### src/hw/rtl/lfukvc_pkg.sv
// Shared types and constants for the LFU key-value cache.
// No dependencies; every other file of the block imports this package.
`default_nettype none

package lfukvc_pkg;

  localparam int MAX_ENTRIES = 16;
  localparam int WORD_W      = 32;
  localparam int COUNT_W     = 16;
  localparam int STAMP_W     = 64;
  localparam int CAP_W       = 5;
  localparam int CAP_RESET   = 16;
  localparam int IDX_W       = (MAX_ENTRIES > 1) ? $clog2(MAX_ENTRIES) : 1;
  localparam int FILL_W      = $clog2(MAX_ENTRIES + 1);
  localparam int CMP_W       = (CAP_W > FILL_W) ? CAP_W : FILL_W;

  localparam logic [COUNT_W-1:0] COUNT_MAX = {COUNT_W{1'b1}};

  typedef enum logic {
    OP_GET = 1'b0,
    OP_PUT = 1'b1
  } opcode_t;

  typedef logic [IDX_W-1:0]   idx_t;
  typedef logic [WORD_W-1:0]  word_t;
  typedef logic [COUNT_W-1:0] count_t;
  typedef logic [STAMP_W-1:0] stamp_t;

  typedef struct packed {
    logic   valid;
    word_t  key;
    word_t  value;
    count_t count;
    stamp_t stamp;
  } entry_t;

  typedef struct packed {
    logic   en;
    idx_t   addr;
    entry_t data;
  } entry_wr_t;

  typedef struct packed {
    logic   found;
    idx_t   found_idx;
    word_t  found_value;
    count_t found_count;
    logic   have_best;
    idx_t   best_idx;
    logic   have_free;
    idx_t   free_idx;
  } scan_res_t;

endpackage

`default_nettype wire

### src/hw/rtl/lfukvc_if.sv
// Request and response channel interfaces of the LFU key-value cache.
// Depends on lfukvc_pkg for the field widths.
`default_nettype none

interface lfukvc_req_if;
  import lfukvc_pkg::*;

  logic                     valid;
  logic                     ready;
  logic                     opcode;
  logic signed [WORD_W-1:0] lookup_key;
  logic signed [WORD_W-1:0] write_value;

  modport source (output valid, output opcode, output lookup_key, output write_value,
                  input ready);
  modport sink   (input valid, input opcode, input lookup_key, input write_value,
                  output ready);
endinterface

interface lfukvc_rsp_if;
  import lfukvc_pkg::*;

  logic                     valid;
  logic                     ready;
  logic                     hit;
  logic signed [WORD_W-1:0] read_value;
  logic                     evicted;

  modport source (output valid, output hit, output read_value, output evicted,
                  input ready);
  modport sink   (input valid, input hit, input read_value, input evicted,
                  output ready);
endinterface

`default_nettype wire

### src/hw/rtl/lfukvc_table.sv
// Entry table: valid bits, keys, values, use counts and access stamps.
// One registered read port, one write port. Depends on lfukvc_pkg.
`default_nettype none

module lfukvc_table (
  input  logic                  clk,
  input  logic                  rst,
  input  lfukvc_pkg::idx_t      rd_addr,
  output lfukvc_pkg::entry_t    rd_data,
  input  lfukvc_pkg::entry_wr_t wr
);
  import lfukvc_pkg::*;

  logic [MAX_ENTRIES-1:0] valid;
  word_t                  key_mem   [MAX_ENTRIES];
  word_t                  value_mem [MAX_ENTRIES];
  count_t                 count_mem [MAX_ENTRIES];
  stamp_t                 stamp_mem [MAX_ENTRIES];

  always_ff @(posedge clk) begin
    if (rst) begin
      valid <= '0;
    end else if (wr.en) begin
      valid[wr.addr] <= wr.data.valid;
    end
  end

  always_ff @(posedge clk) begin
    if (wr.en) begin
      key_mem[wr.addr]   <= wr.data.key;
      value_mem[wr.addr] <= wr.data.value;
      count_mem[wr.addr] <= wr.data.count;
      stamp_mem[wr.addr] <= wr.data.stamp;
    end
  end

  always_ff @(posedge clk) begin
    rd_data.valid <= valid[rd_addr];
    rd_data.key   <= key_mem[rd_addr];
    rd_data.value <= value_mem[rd_addr];
    rd_data.count <= count_mem[rd_addr];
    rd_data.stamp <= stamp_mem[rd_addr];
  end

endmodule

`default_nettype wire

### src/hw/rtl/lfukvc_scan.sv
// Shared compare unit: one entry per beat of the scan, tracking key match,
// eviction victim and first free slot. Depends on lfukvc_pkg.
`default_nettype none

module lfukvc_scan (
  input  logic                  clk,
  input  logic                  rst,
  input  logic                  clear,
  input  logic                  step,
  input  lfukvc_pkg::idx_t      idx,
  input  lfukvc_pkg::entry_t    entry,
  input  lfukvc_pkg::word_t     search_key,
  output lfukvc_pkg::scan_res_t res
);
  import lfukvc_pkg::*;

  count_t best_count;
  stamp_t best_stamp;
  logic   key_eq;
  logic   better;

  assign key_eq = entry.valid && (entry.key == search_key);
  assign better = entry.valid &&
                  (!res.have_best ||
                   (entry.count < best_count) ||
                   ((entry.count == best_count) && (entry.stamp < best_stamp)));

  always_ff @(posedge clk) begin
    if (rst || clear) begin
      res.found     <= 1'b0;
      res.have_best <= 1'b0;
      res.have_free <= 1'b0;
    end else if (step) begin
      if (key_eq && !res.found) begin
        res.found       <= 1'b1;
        res.found_idx   <= idx;
        res.found_value <= entry.value;
        res.found_count <= entry.count;
      end
      if (better) begin
        res.have_best <= 1'b1;
        res.best_idx  <= idx;
        best_count    <= entry.count;
        best_stamp    <= entry.stamp;
      end
      if (!entry.valid && !res.have_free) begin
        res.have_free <= 1'b1;
        res.free_idx  <= idx;
      end
    end
  end

endmodule

`default_nettype wire

### src/hw/rtl/lfu_key_value_cache_top.sv
// LFU key-value cache: a fully associative table of MAX_ENTRIES entries with
// least-frequently-used replacement, oldest access breaking ties. Each request
// beat is taken in the idle state, then every entry is scanned through the
// shared compare unit, then the entry is written back and the response register
// loaded. req.ready is high only while the sequencer is idle; a response waiting
// in its register does not block the next request until that request reaches
// its write-back. No clearing pass.
// Depends on lfukvc_pkg, lfukvc_if, lfukvc_table and lfukvc_scan.
`default_nettype none

module lfu_key_value_cache_top (
  input  logic                    clk,
  input  logic                    rst,
  input  logic                    cfg_we,
  input  logic [lfukvc_pkg::CAP_W-1:0] cfg_wdata,
  lfukvc_req_if.sink              req,
  lfukvc_rsp_if.source            rsp
);
  import lfukvc_pkg::*;

  typedef enum logic [1:0] {
    S_IDLE,
    S_SCAN,
    S_WRITE
  } state_t;

  localparam idx_t LAST_IDX = IDX_W'(MAX_ENTRIES - 1);

  state_t            state;
  idx_t              idx;
  idx_t              rd_addr;
  logic              item_op;
  word_t             item_key;
  word_t             item_val;
  logic [CAP_W-1:0]  cap;
  logic [FILL_W-1:0] filled;
  stamp_t            access_clock;

  logic              out_valid;
  logic              out_hit;
  word_t             out_value;
  logic              out_evicted;

  entry_t            rd_entry;
  entry_wr_t         wr;
  scan_res_t         res;

  logic              accept;
  logic              commit;
  logic [CMP_W-1:0]  cap_eff;
  logic              fill_inc;
  logic              rd_hit;
  word_t             rd_value;
  logic              rd_evicted;
  count_t            count_inc;

  assign accept = req.valid && req.ready;
  assign commit = (state == S_WRITE) && (!out_valid || rsp.ready);
  assign cap_eff = (CMP_W'(cap) > CMP_W'(MAX_ENTRIES)) ? CMP_W'(MAX_ENTRIES) : CMP_W'(cap);
  assign count_inc = (res.found_count == COUNT_MAX) ? COUNT_MAX
                                                    : res.found_count + COUNT_W'(1);

  // fetch one entry ahead of the compare
  assign rd_addr = (state == S_SCAN) ? idx + IDX_W'(1) : '0;

  assign req.ready      = (state == S_IDLE);
  assign rsp.valid      = out_valid;
  assign rsp.hit        = out_hit;
  assign rsp.read_value = out_value;
  assign rsp.evicted    = out_evicted;

  lfukvc_table u_table (
    .clk     (clk),
    .rst     (rst),
    .rd_addr (rd_addr),
    .rd_data (rd_entry),
    .wr      (wr)
  );

  lfukvc_scan u_scan (
    .clk        (clk),
    .rst        (rst),
    .clear      (accept),
    .step       (state == S_SCAN),
    .idx        (idx),
    .entry      (rd_entry),
    .search_key (item_key),
    .res        (res)
  );

  always_comb begin
    wr         = '0;
    fill_inc   = 1'b0;
    rd_hit     = res.found;
    rd_value   = '0;
    rd_evicted = 1'b0;
    wr.data.valid = 1'b1;
    wr.data.key   = item_key;
    wr.data.stamp = access_clock;
    if (item_op == OP_GET) begin
      if (res.found) begin
        rd_value      = res.found_value;
        wr.en         = 1'b1;
        wr.addr       = res.found_idx;
        wr.data.value = res.found_value;
        wr.data.count = count_inc;
      end else begin
        rd_value = '1;
      end
    end else if (cap_eff != '0) begin
      wr.data.value = item_val;
      if (res.found) begin
        wr.en         = 1'b1;
        wr.addr       = res.found_idx;
        wr.data.count = count_inc;
      end else begin
        wr.data.count = COUNT_W'(1);
        if ((CMP_W'(filled) >= cap_eff) || !res.have_free) begin
          wr.en      = res.have_best;
          wr.addr    = res.best_idx;
          rd_evicted = res.have_best;
        end else begin
          wr.en    = 1'b1;
          wr.addr  = res.free_idx;
          fill_inc = 1'b1;
        end
      end
    end
    if (!commit) begin
      wr.en      = 1'b0;
      fill_inc   = 1'b0;
    end
  end

  always_ff @(posedge clk) begin
    if (rst) begin
      state        <= S_IDLE;
      idx          <= '0;
      cap          <= CAP_W'(CAP_RESET);
      filled       <= '0;
      access_clock <= '0;
      out_valid    <= 1'b0;
    end else begin
      if (cfg_we) begin
        cap <= cfg_wdata;
      end
      if (out_valid && rsp.ready && !commit) begin
        out_valid <= 1'b0;
      end
      case (state)
        S_IDLE: begin
          if (accept) begin
            item_op  <= req.opcode;
            item_key <= req.lookup_key;
            item_val <= req.write_value;
            idx      <= '0;
            state    <= S_SCAN;
          end
        end
        S_SCAN: begin
          if (idx == LAST_IDX) begin
            state <= S_WRITE;
          end else begin
            idx <= idx + IDX_W'(1);
          end
        end
        S_WRITE: begin
          if (commit) begin
            out_valid   <= 1'b1;
            out_hit     <= rd_hit;
            out_value   <= rd_value;
            out_evicted <= rd_evicted;
            if (wr.en) begin
              access_clock <= access_clock + STAMP_W'(1);
            end
            if (fill_inc) begin
              filled <= filled + FILL_W'(1);
            end
            state <= S_IDLE;
          end
        end
        default: begin
          state <= S_IDLE;
        end
      endcase
    end
  end

  a_busy_after_accept: assert property (@(posedge clk) disable iff (rst)
    accept |=> !req.ready)
    else $error("request taken while a beat is in flight");

  a_rsp_from_writeback: assert property (@(posedge clk) disable iff (rst)
    $rose(rsp.valid) |-> $past(state) == S_WRITE)
    else $error("response raised outside write-back");

  a_evict_not_hit: assert property (@(posedge clk) disable iff (rst)
    rsp.valid && rsp.evicted |-> !rsp.hit && rsp.read_value == '0)
    else $error("eviction reported with hit or read data");

  a_fill_bound: assert property (@(posedge clk) disable iff (rst)
    CMP_W'(filled) <= CMP_W'(MAX_ENTRIES))
    else $error("fill count beyond table size");

endmodule

`default_nettype wire

### src/flat_wrapper.sv
// flat-port wrapper written by rule: the top's interface ports become plain ports
module lfu_key_value_cache_top_flat import lfukvc_pkg::*;
  (clk, rst, cfg_we, cfg_wdata, req_valid, req_opcode, req_lookup_key, req_write_value, req_ready, rsp_valid, rsp_hit, rsp_read_value, rsp_evicted, rsp_ready);
  lfukvc_req_if req_i ();
  lfukvc_rsp_if rsp_i ();
  input  logic clk;
  input  logic rst;
  input  logic cfg_we;
  input  logic [lfukvc_pkg::CAP_W-1:0] cfg_wdata;
  input wire logic [$bits(req_i.valid)-1:0] req_valid;
  input wire logic [$bits(req_i.opcode)-1:0] req_opcode;
  input wire logic [$bits(req_i.lookup_key)-1:0] req_lookup_key;
  input wire logic [$bits(req_i.write_value)-1:0] req_write_value;
  output wire logic [$bits(req_i.ready)-1:0] req_ready;
  output wire logic [$bits(rsp_i.valid)-1:0] rsp_valid;
  output wire logic [$bits(rsp_i.hit)-1:0] rsp_hit;
  output wire logic [$bits(rsp_i.read_value)-1:0] rsp_read_value;
  output wire logic [$bits(rsp_i.evicted)-1:0] rsp_evicted;
  input wire logic [$bits(rsp_i.ready)-1:0] rsp_ready;
  assign req_i.valid = req_valid;
  assign req_i.opcode = req_opcode;
  assign req_i.lookup_key = req_lookup_key;
  assign req_i.write_value = req_write_value;
  assign req_ready = req_i.ready;
  assign rsp_valid = rsp_i.valid;
  assign rsp_hit = rsp_i.hit;
  assign rsp_read_value = rsp_i.read_value;
  assign rsp_evicted = rsp_i.evicted;
  assign rsp_i.ready = rsp_ready;
  lfu_key_value_cache_top u_core (.clk(clk), .rst(rst), .cfg_we(cfg_we), .cfg_wdata(cfg_wdata), .req(req_i), .rsp(rsp_i));
endmodule
### config.mk
export PLATFORM = sky130hd
export DESIGN_NAME = lfu_key_value_cache_top_flat
export DESIGN_NICKNAME = d
export VERILOG_FILES = /design/src/hw/rtl/lfukvc_pkg.sv /design/src/hw/rtl/lfukvc_if.sv /design/src/hw/rtl/lfukvc_table.sv /design/src/hw/rtl/lfukvc_scan.sv /design/src/hw/rtl/lfu_key_value_cache_top.sv /design/src/flat_wrapper.sv
export SDC_FILE = /design/constraint.sdc
export NUM_CORES = 2
export LEC_CHECK = 0
export BUFFER_PORTS_ARGS = -buffer_cell sky130_fd_sc_hd__buf_4
export CAP_MARGIN = 20
export CORE_MARGIN = 1.5
export CORE_UTILIZATION = 66
export CTS_CLUSTER_SIZE = 16
export DETAILED_ROUTE_END_ITERATION = 10
export GPL_TIMING_DRIVEN = 0
export PLACE_DENSITY = 0.82
export SKIP_LAST_GASP = 1
export SYNTH_ARGS = -nofsm -noshare
export SYNTH_HDL_FRONTEND = slang
export SYNTH_HIERARCHICAL = 1
export SYNTH_SLANG_ARGS = --single-unit
export TNS_END_PERCENT = 10
### constraint.sdc
create_clock -name clk -period 36.7 [get_ports clk]
set_input_delay 1.835 -clock clk [delete_from_list [all_inputs] [get_ports clk]]
set_output_delay 1.835 -clock clk [all_outputs]
set_load 0.01 [all_outputs]
Word level (Yosys, flattened, before mapping)
Memory sizes are Yosys's and may differ from the RTL's. A register that Yosys moved wholly into a read port is not among the register bits.
Cells that the tools add are included.
{ "word_totals": {"inputBits": 75, "ramBits": 2304, "out_inout_bits": 36, "n_memories": 4, "regBits": 340} }
{ "classes": {"mux": 35, "n_bitwise": 6, "magnitude_cmp": 7, "reduce_logical": 37, "eq_ne": 10, "n_addsub": 4} }
{ "mem_list": {"columns": ["name", "depth", "width", "rd", "rd_clocked_by_memory_dff", "wr", "line", "source"], "rows": [
  ["u_core.u_table.stamp_mem", 16, 64, 1, 1, 1, "lfukvc_table.sv:18", "stamp_t stamp_mem [MAX_ENTRIES];"],
  ["u_core.u_table.key_mem", 16, 32, 1, 1, 1, "lfukvc_table.sv:15", "word_t key_mem [MAX_ENTRIES];"],
  ["u_core.u_table.value_mem", 16, 32, 1, 1, 1, "lfukvc_table.sv:16", "word_t value_mem [MAX_ENTRIES];"],
  ["u_core.u_table.count_mem", 16, 16, 1, 1, 1, "lfukvc_table.sv:17", "count_t count_mem [MAX_ENTRIES];"]
]} }
{ "ops": {"columns": ["operator", "n"], "rows": [
  ["two-way mux 48 bit", 3],
  ["adder 64 x 1 -> 64 bit, second input constant", 1],
  ["less-than comparator 64 bit", 1],
  ["equality test 32 bit", 1],
  ["two-way mux 16 bit", 2],
  ["two-way mux 32 bit", 1],
  ["two-way mux 5 bit", 6],
  ["AND reduction 3 bit", 9],
  ["adder 16 x 1 -> 16 bit, second input constant", 1],
  ["equality test 16 bit", 1],
  ["equality test 16 bit, second input constant", 1],
  ["less-than comparator 16 bit", 1],
  ["OR 16 bit", 1],
  ["two-way mux 1 bit", 13],
  ["two-way mux 4 bit", 3],
  ["logical AND 1 bit", 10],
  ["less-than comparator 4 x 5 -> 1 bit, second input constant", 2],
  ["case mux 4 bit (2 select lines)", 1],
  ["zero test 1 bit", 6],
  ["two-way mux 2 bit", 3],
  ["case mux 2 bit (3 select lines)", 1],
  ["AND reduction 2 bit", 3],
  ["adder 5 x 1 -> 5 bit, second input constant", 1],
  [">= comparator 5 bit", 1],
  ["other kinds (16)", 26]
]} }

Logic depth before layout (Yosys ltp)
{ "depth": {"ltp_word": 13, "depth_mapped": 13} }

Hierarchy
Netlist, hierarchy kept.
{ "modules_own_cells": {"columns": ["module", "cells_each", "area_per_inst_um2", "n_inst", "seq_area_each_um2"], "rows": [
  ["lfukvc_table", 3866, 90117.7, 1, 72409.4],
  ["lfu_key_value_cache_top", 772, 8105.3, 1, 4594.4],
  ["lfukvc_scan", 476, 6726.5, 1, 4264.1]
]} }

Worst setup path after synthesis
No wires, ideal clock.
{ "synth_timing": {"path_type": "input-to-reg", "from": "in rsp_ready", "to": "reg u_core.u_table.valid[2]", "arrival_ps": 13561, "t_required_ps": 36603, "cell_stages": 9, "n_path_buf": 1, "setup_slack_ps": 23042, "path_cell_list": "nand2b_1 -> o211a_1 -> nand2_1 -> clkbuf_1 -> nor2_1 -> nand3b_1 -> nor3_1 -> mux2i_1 -> nor2_1"} }
{ "synth_lines": {"columns": ["element", "line", "source"], "rows": [
  ["from (decl)", "flat_wrapper.sv:19", "input wire logic [$bits(rsp_i.ready)-1:0] rsp_ready;"],
  ["to (signal, indexed assignment)", "lfukvc_table.sv:24", "valid[wr.addr] <= wr.data.valid;"],
  ["to (decl)", "lfukvc_table.sv:14", "logic [MAX_ENTRIES-1:0] valid;"]
]} }

==> flow_summary.json <==
{
  "status": "complete, no violations",
  "yosysSeqAreaShare": 0.774,
  "num_rows": 146,
  "cts.htree.levels": 5,
  "avgViaCountPerCell": 7.29,
  "synth_area_leaders": "edfxtp_1, mux4_2, dfxtp_1, a22oi_1, mux2i_1",
  "fillCellCount": 7591,
  "max_freq_mhz": 152,
  "antenna_found_initial": 16,
  "dp_hpwl_mm": 174,
  "slew_headroom": 0.127,
  "dr.pass1.iters": 10,
  "yosys.area.top_type": "edfxtp_1",
  "peakVddDrop_mv": 0.0546,
  "place_area_um2": 112000,
  "gp_congestion": 0.865,
  "synth_cell_types": 70,
  "syn_to_final_growth_pct": 15.0,
  "synth-edff-count": 2543,
  "critical_path_arrival_ns": 7.18,
  "hold_buffers": 0,
  "rrSetupSlack_ns": 30.12,
  "drc": 0,
  "rr_endpoint": "u_core/u_table/key_mem[1][17]$_DFFE_PP_",
  "drive_above_1_share": 0.238,
  "ys_top_cells_by_count": "edfxtp_1, mux4_2, dfxtp_1",
  "yosys_warnings": 6,
  "period_share": 0.179,
  "setup_violations": 0,
  "cts_sinks": 2788,
  "grt_max_degree": 39,
  "die_height_um": 402,
  "multi_input_area_um2": 22000,
  "fin_tns_setup_ns": 0,
  "clock_latency_ns": 0.94,
  "grt_pass1_wl_mm": 415,
  "cts_root_buffer": "clkbuf_16",
  "cts_tree": "done",
  "worstSetupStartpointType": "flop",
  "synth-seq-cells": 2788,
  "p_leak_uw": 0.0381,
  "port_buffers": 109,
  "clkTransAtPathRegs_ns": 0.06,
  "die-area_um2": 161000,
  "powerDensity_nw_per_um2": 53.7,
  "post_cts_buffers": 0,
  "grt_setup_unrepaired": "no",
  "cts_resized": 0,
  "wl_per_cell_um": 36.6,
  "fin_crit_ns": 6.58,
  "drv_cap": 0,
  "drt_iter0_drc": 9981,
  "syn-instance-count": 5114,
  "yosysMostFrequentCell": "edfxtp_1",
  "num_vias": 58300,
  "min_to": "u_core/u_scan/res[31]$_DFFE_PP_",
  "ant_nets": 0,
  "hold-path-cell-count": 0,
  "grt_pass1_vias": 59100,
  "dp_cells": 7481,
  "design.core.area_um2": 158000,
  "end_kind": "flop",
  "clockBufferDepth": 4,
  "r2r_cells": 13,
  "hold_start": "u_core/u_table/rd_data[85]$_DFF_P_",
  "finalMaxSlewViolations": 0,
  "avgSynthCellArea_um2": 20.5,
  "tightest_slew_ns": 1.30,
  "synth_top_flop_cell": "edfxtp_1",
  "final_util": 0.763,
  "reg2reg_from": "u_core/u_scan/res[62]$_SDFFE_PP0P_",
  "hold_viol": 0,
  "seq_area_um2": 81300,
  "fin_worst_skew_ns": 0.0686,
  "synth.top_cell.area_share": 0.728,
  "final_cells": 7992,
  "nets": 5869,
  "grt_overflow": 0,
  "required_ns": 37.30,
  "crit_type": "flop to flop",
  "routed_wl_mm": 292,
  "initial_core_util": 0.663,
  "netlist_area_um2": 105000,
  "numCtsBuffers": 284,
  "design_area_um2": 121000,
  "worstPathMaxFanout": 10,
  "synthArstFlopShare": 0,
  "die_w_um": 402,
  "hp-class": "flop to flop",
  "track_usage": 0.364,
  "io_pins": 111
}
through the flow:
step                      setup slack (ns)  total power (uW)  hold WS, ns
after floorplan                      23.04              3650        0.386
after global placement               10.36              3710        0.387
after detailed placement             30.45              3720        0.389
after CTS                            30.57              6480        0.404
after global routing                 30.45              6610        0.410
final                                30.12              6480        0.408
cell type report:
class | count | share of cell area
Timing Repair Buffer | 300 | 0.0333
Tap cell | 2072 | 0.0215
Clock inverter | 100 | 0.00821
Clock buffer | 388 | 0.0654
Sequential cell | 2788 | 0.673
Buffer | 239 | 0.0111
Antenna cell | 12 | 0.000249
Multi-Input combinational cell | 1957 | 0.183
Inverter | 136 | 0.00423
worst max-delay path: stages (launching register included):
cell	delay, ns
dfxtp_1	1.01
clkbuf_1	0.82
a311oi_1	0.14
a21o_1	0.40
clkbuf_1	0.43
nor2_1	0.64
nand3b_1	0.54
nor3_2	1.06
buf_6	0.30
buf_6	0.19
buf_8	0.18
buf_6	0.18
buf_6	0.19
buf_6	0.19
power breakdown:
group | total [uW] | internal [uW] | switching [uW]
Sequential | 3460 | 3440 | 14.1
Combinational | 202 | 81.3 | 121
Clock | 2820 | 1640 | 1180
registers in the layout, summed over array words and instances, names as in the netlist, 2 cells and up:
register                  cells
u_core/state                  2
u_core/filled                 5
u_core/u_scan/best_count     16
u_core/u_table/count_mem    256
u_core/u_scan/best_stamp     64
u_core/u_table/stamp_mem   1024
u_core/idx                    4
u_core/item_val              32
u_core/u_table/key_mem      512
u_core/access_clock          64
u_core/u_table/valid         16
u_core/u_table/rd_data      145
u_core/u_scan/res            63
u_core/item_key              32
u_core/u_table/value_mem    512
u_core/rsp.read_value        32
u_core/cap                    5
logic make-up (layout without fill, tap and decap cells):
kind of cell             after synthesis  after routing  share of synthesized area
AND/OR/NAND/NOR                      519            519                     0.0258
XOR/XNOR                              80             80                    0.00668
flip-flops                          2788           2788                      0.774
adder cells (fa/ha/maj)               88             88                     0.0105
AO/OA/AOI/OAI                        604            604                     0.0384
buffers and inverters                375           1163                     0.0175
other                                  1             19                  0.0000357
multiplexers                         659            659                      0.127
cell usage in the layout (no fill, tap or decap), types with 20 or more instances in the layout:
master / instances
buf_4: 140
buf_12: 73
clkinv_1: 27
clkbuf_8: 27
a22o_1: 32
nand4_1: 32
buf_2: 82
xor2_1: 40
o211ai_1: 20
a211oi_1: 31
dfxtp_1: 245
inv_1: 135
a22oi_1: 235
edfxtp_1: 2543
buf_16: 27
clkinv_2: 41
clkbuf_16: 290
clkbuf_1: 160
xnor2_1: 40
or3_1: 24
nor2_1: 74
nor2b_1: 21
nand3_1: 38
o21ai_0: 48
nand2_1: 187
ha_1: 88
buf_6: 90
o22ai_1: 33
a21oi_1: 158
mux4_2: 535
mux2i_1: 122
per-layer routing:
metal | track usage | routed length [um]
met1 | 0.480 | 94800
met2 | 0.559 | 136000
met3 | 0.107 | 43300
met4 | 0.193 | 18300
met5 | 0 | 75
how the worst max path moves through the flow:
| stage | slack (ns) | depth (start not counted) | endpoint | start |
|---|---|---|---|---|
| floorplan | 23.04 | 9 | u_core/u_table/valid[2]$_SDFFE_PP0P_ | rsp_ready |
| global route | 30.45 | 13 | u_core/u_table/stamp_mem[1][49]$_DFFE_PP_ | u_core/u_scan/res[62]$_SDFFE_PP0P_ |
| global placement | 10.36 | 10 | u_core/u_table/valid[2]$_SDFFE_PP0P_ | rsp_ready |
| finish | 30.12 | 13 | u_core/u_table/key_mem[1][17]$_DFFE_PP_ | u_core/u_scan/res[62]$_SDFFE_PP0P_ |
| CTS | 30.57 | 13 | u_core/u_table/stamp_mem[1][49]$_DFFE_PP_ | u_core/u_scan/res[62]$_SDFFE_PP0P_ |
| detailed placement | 30.45 | 14 | u_core/u_table/key_mem[1][17]$_DFFE_PP_ | rsp_ready |
(Power assumes the default switching activity.)
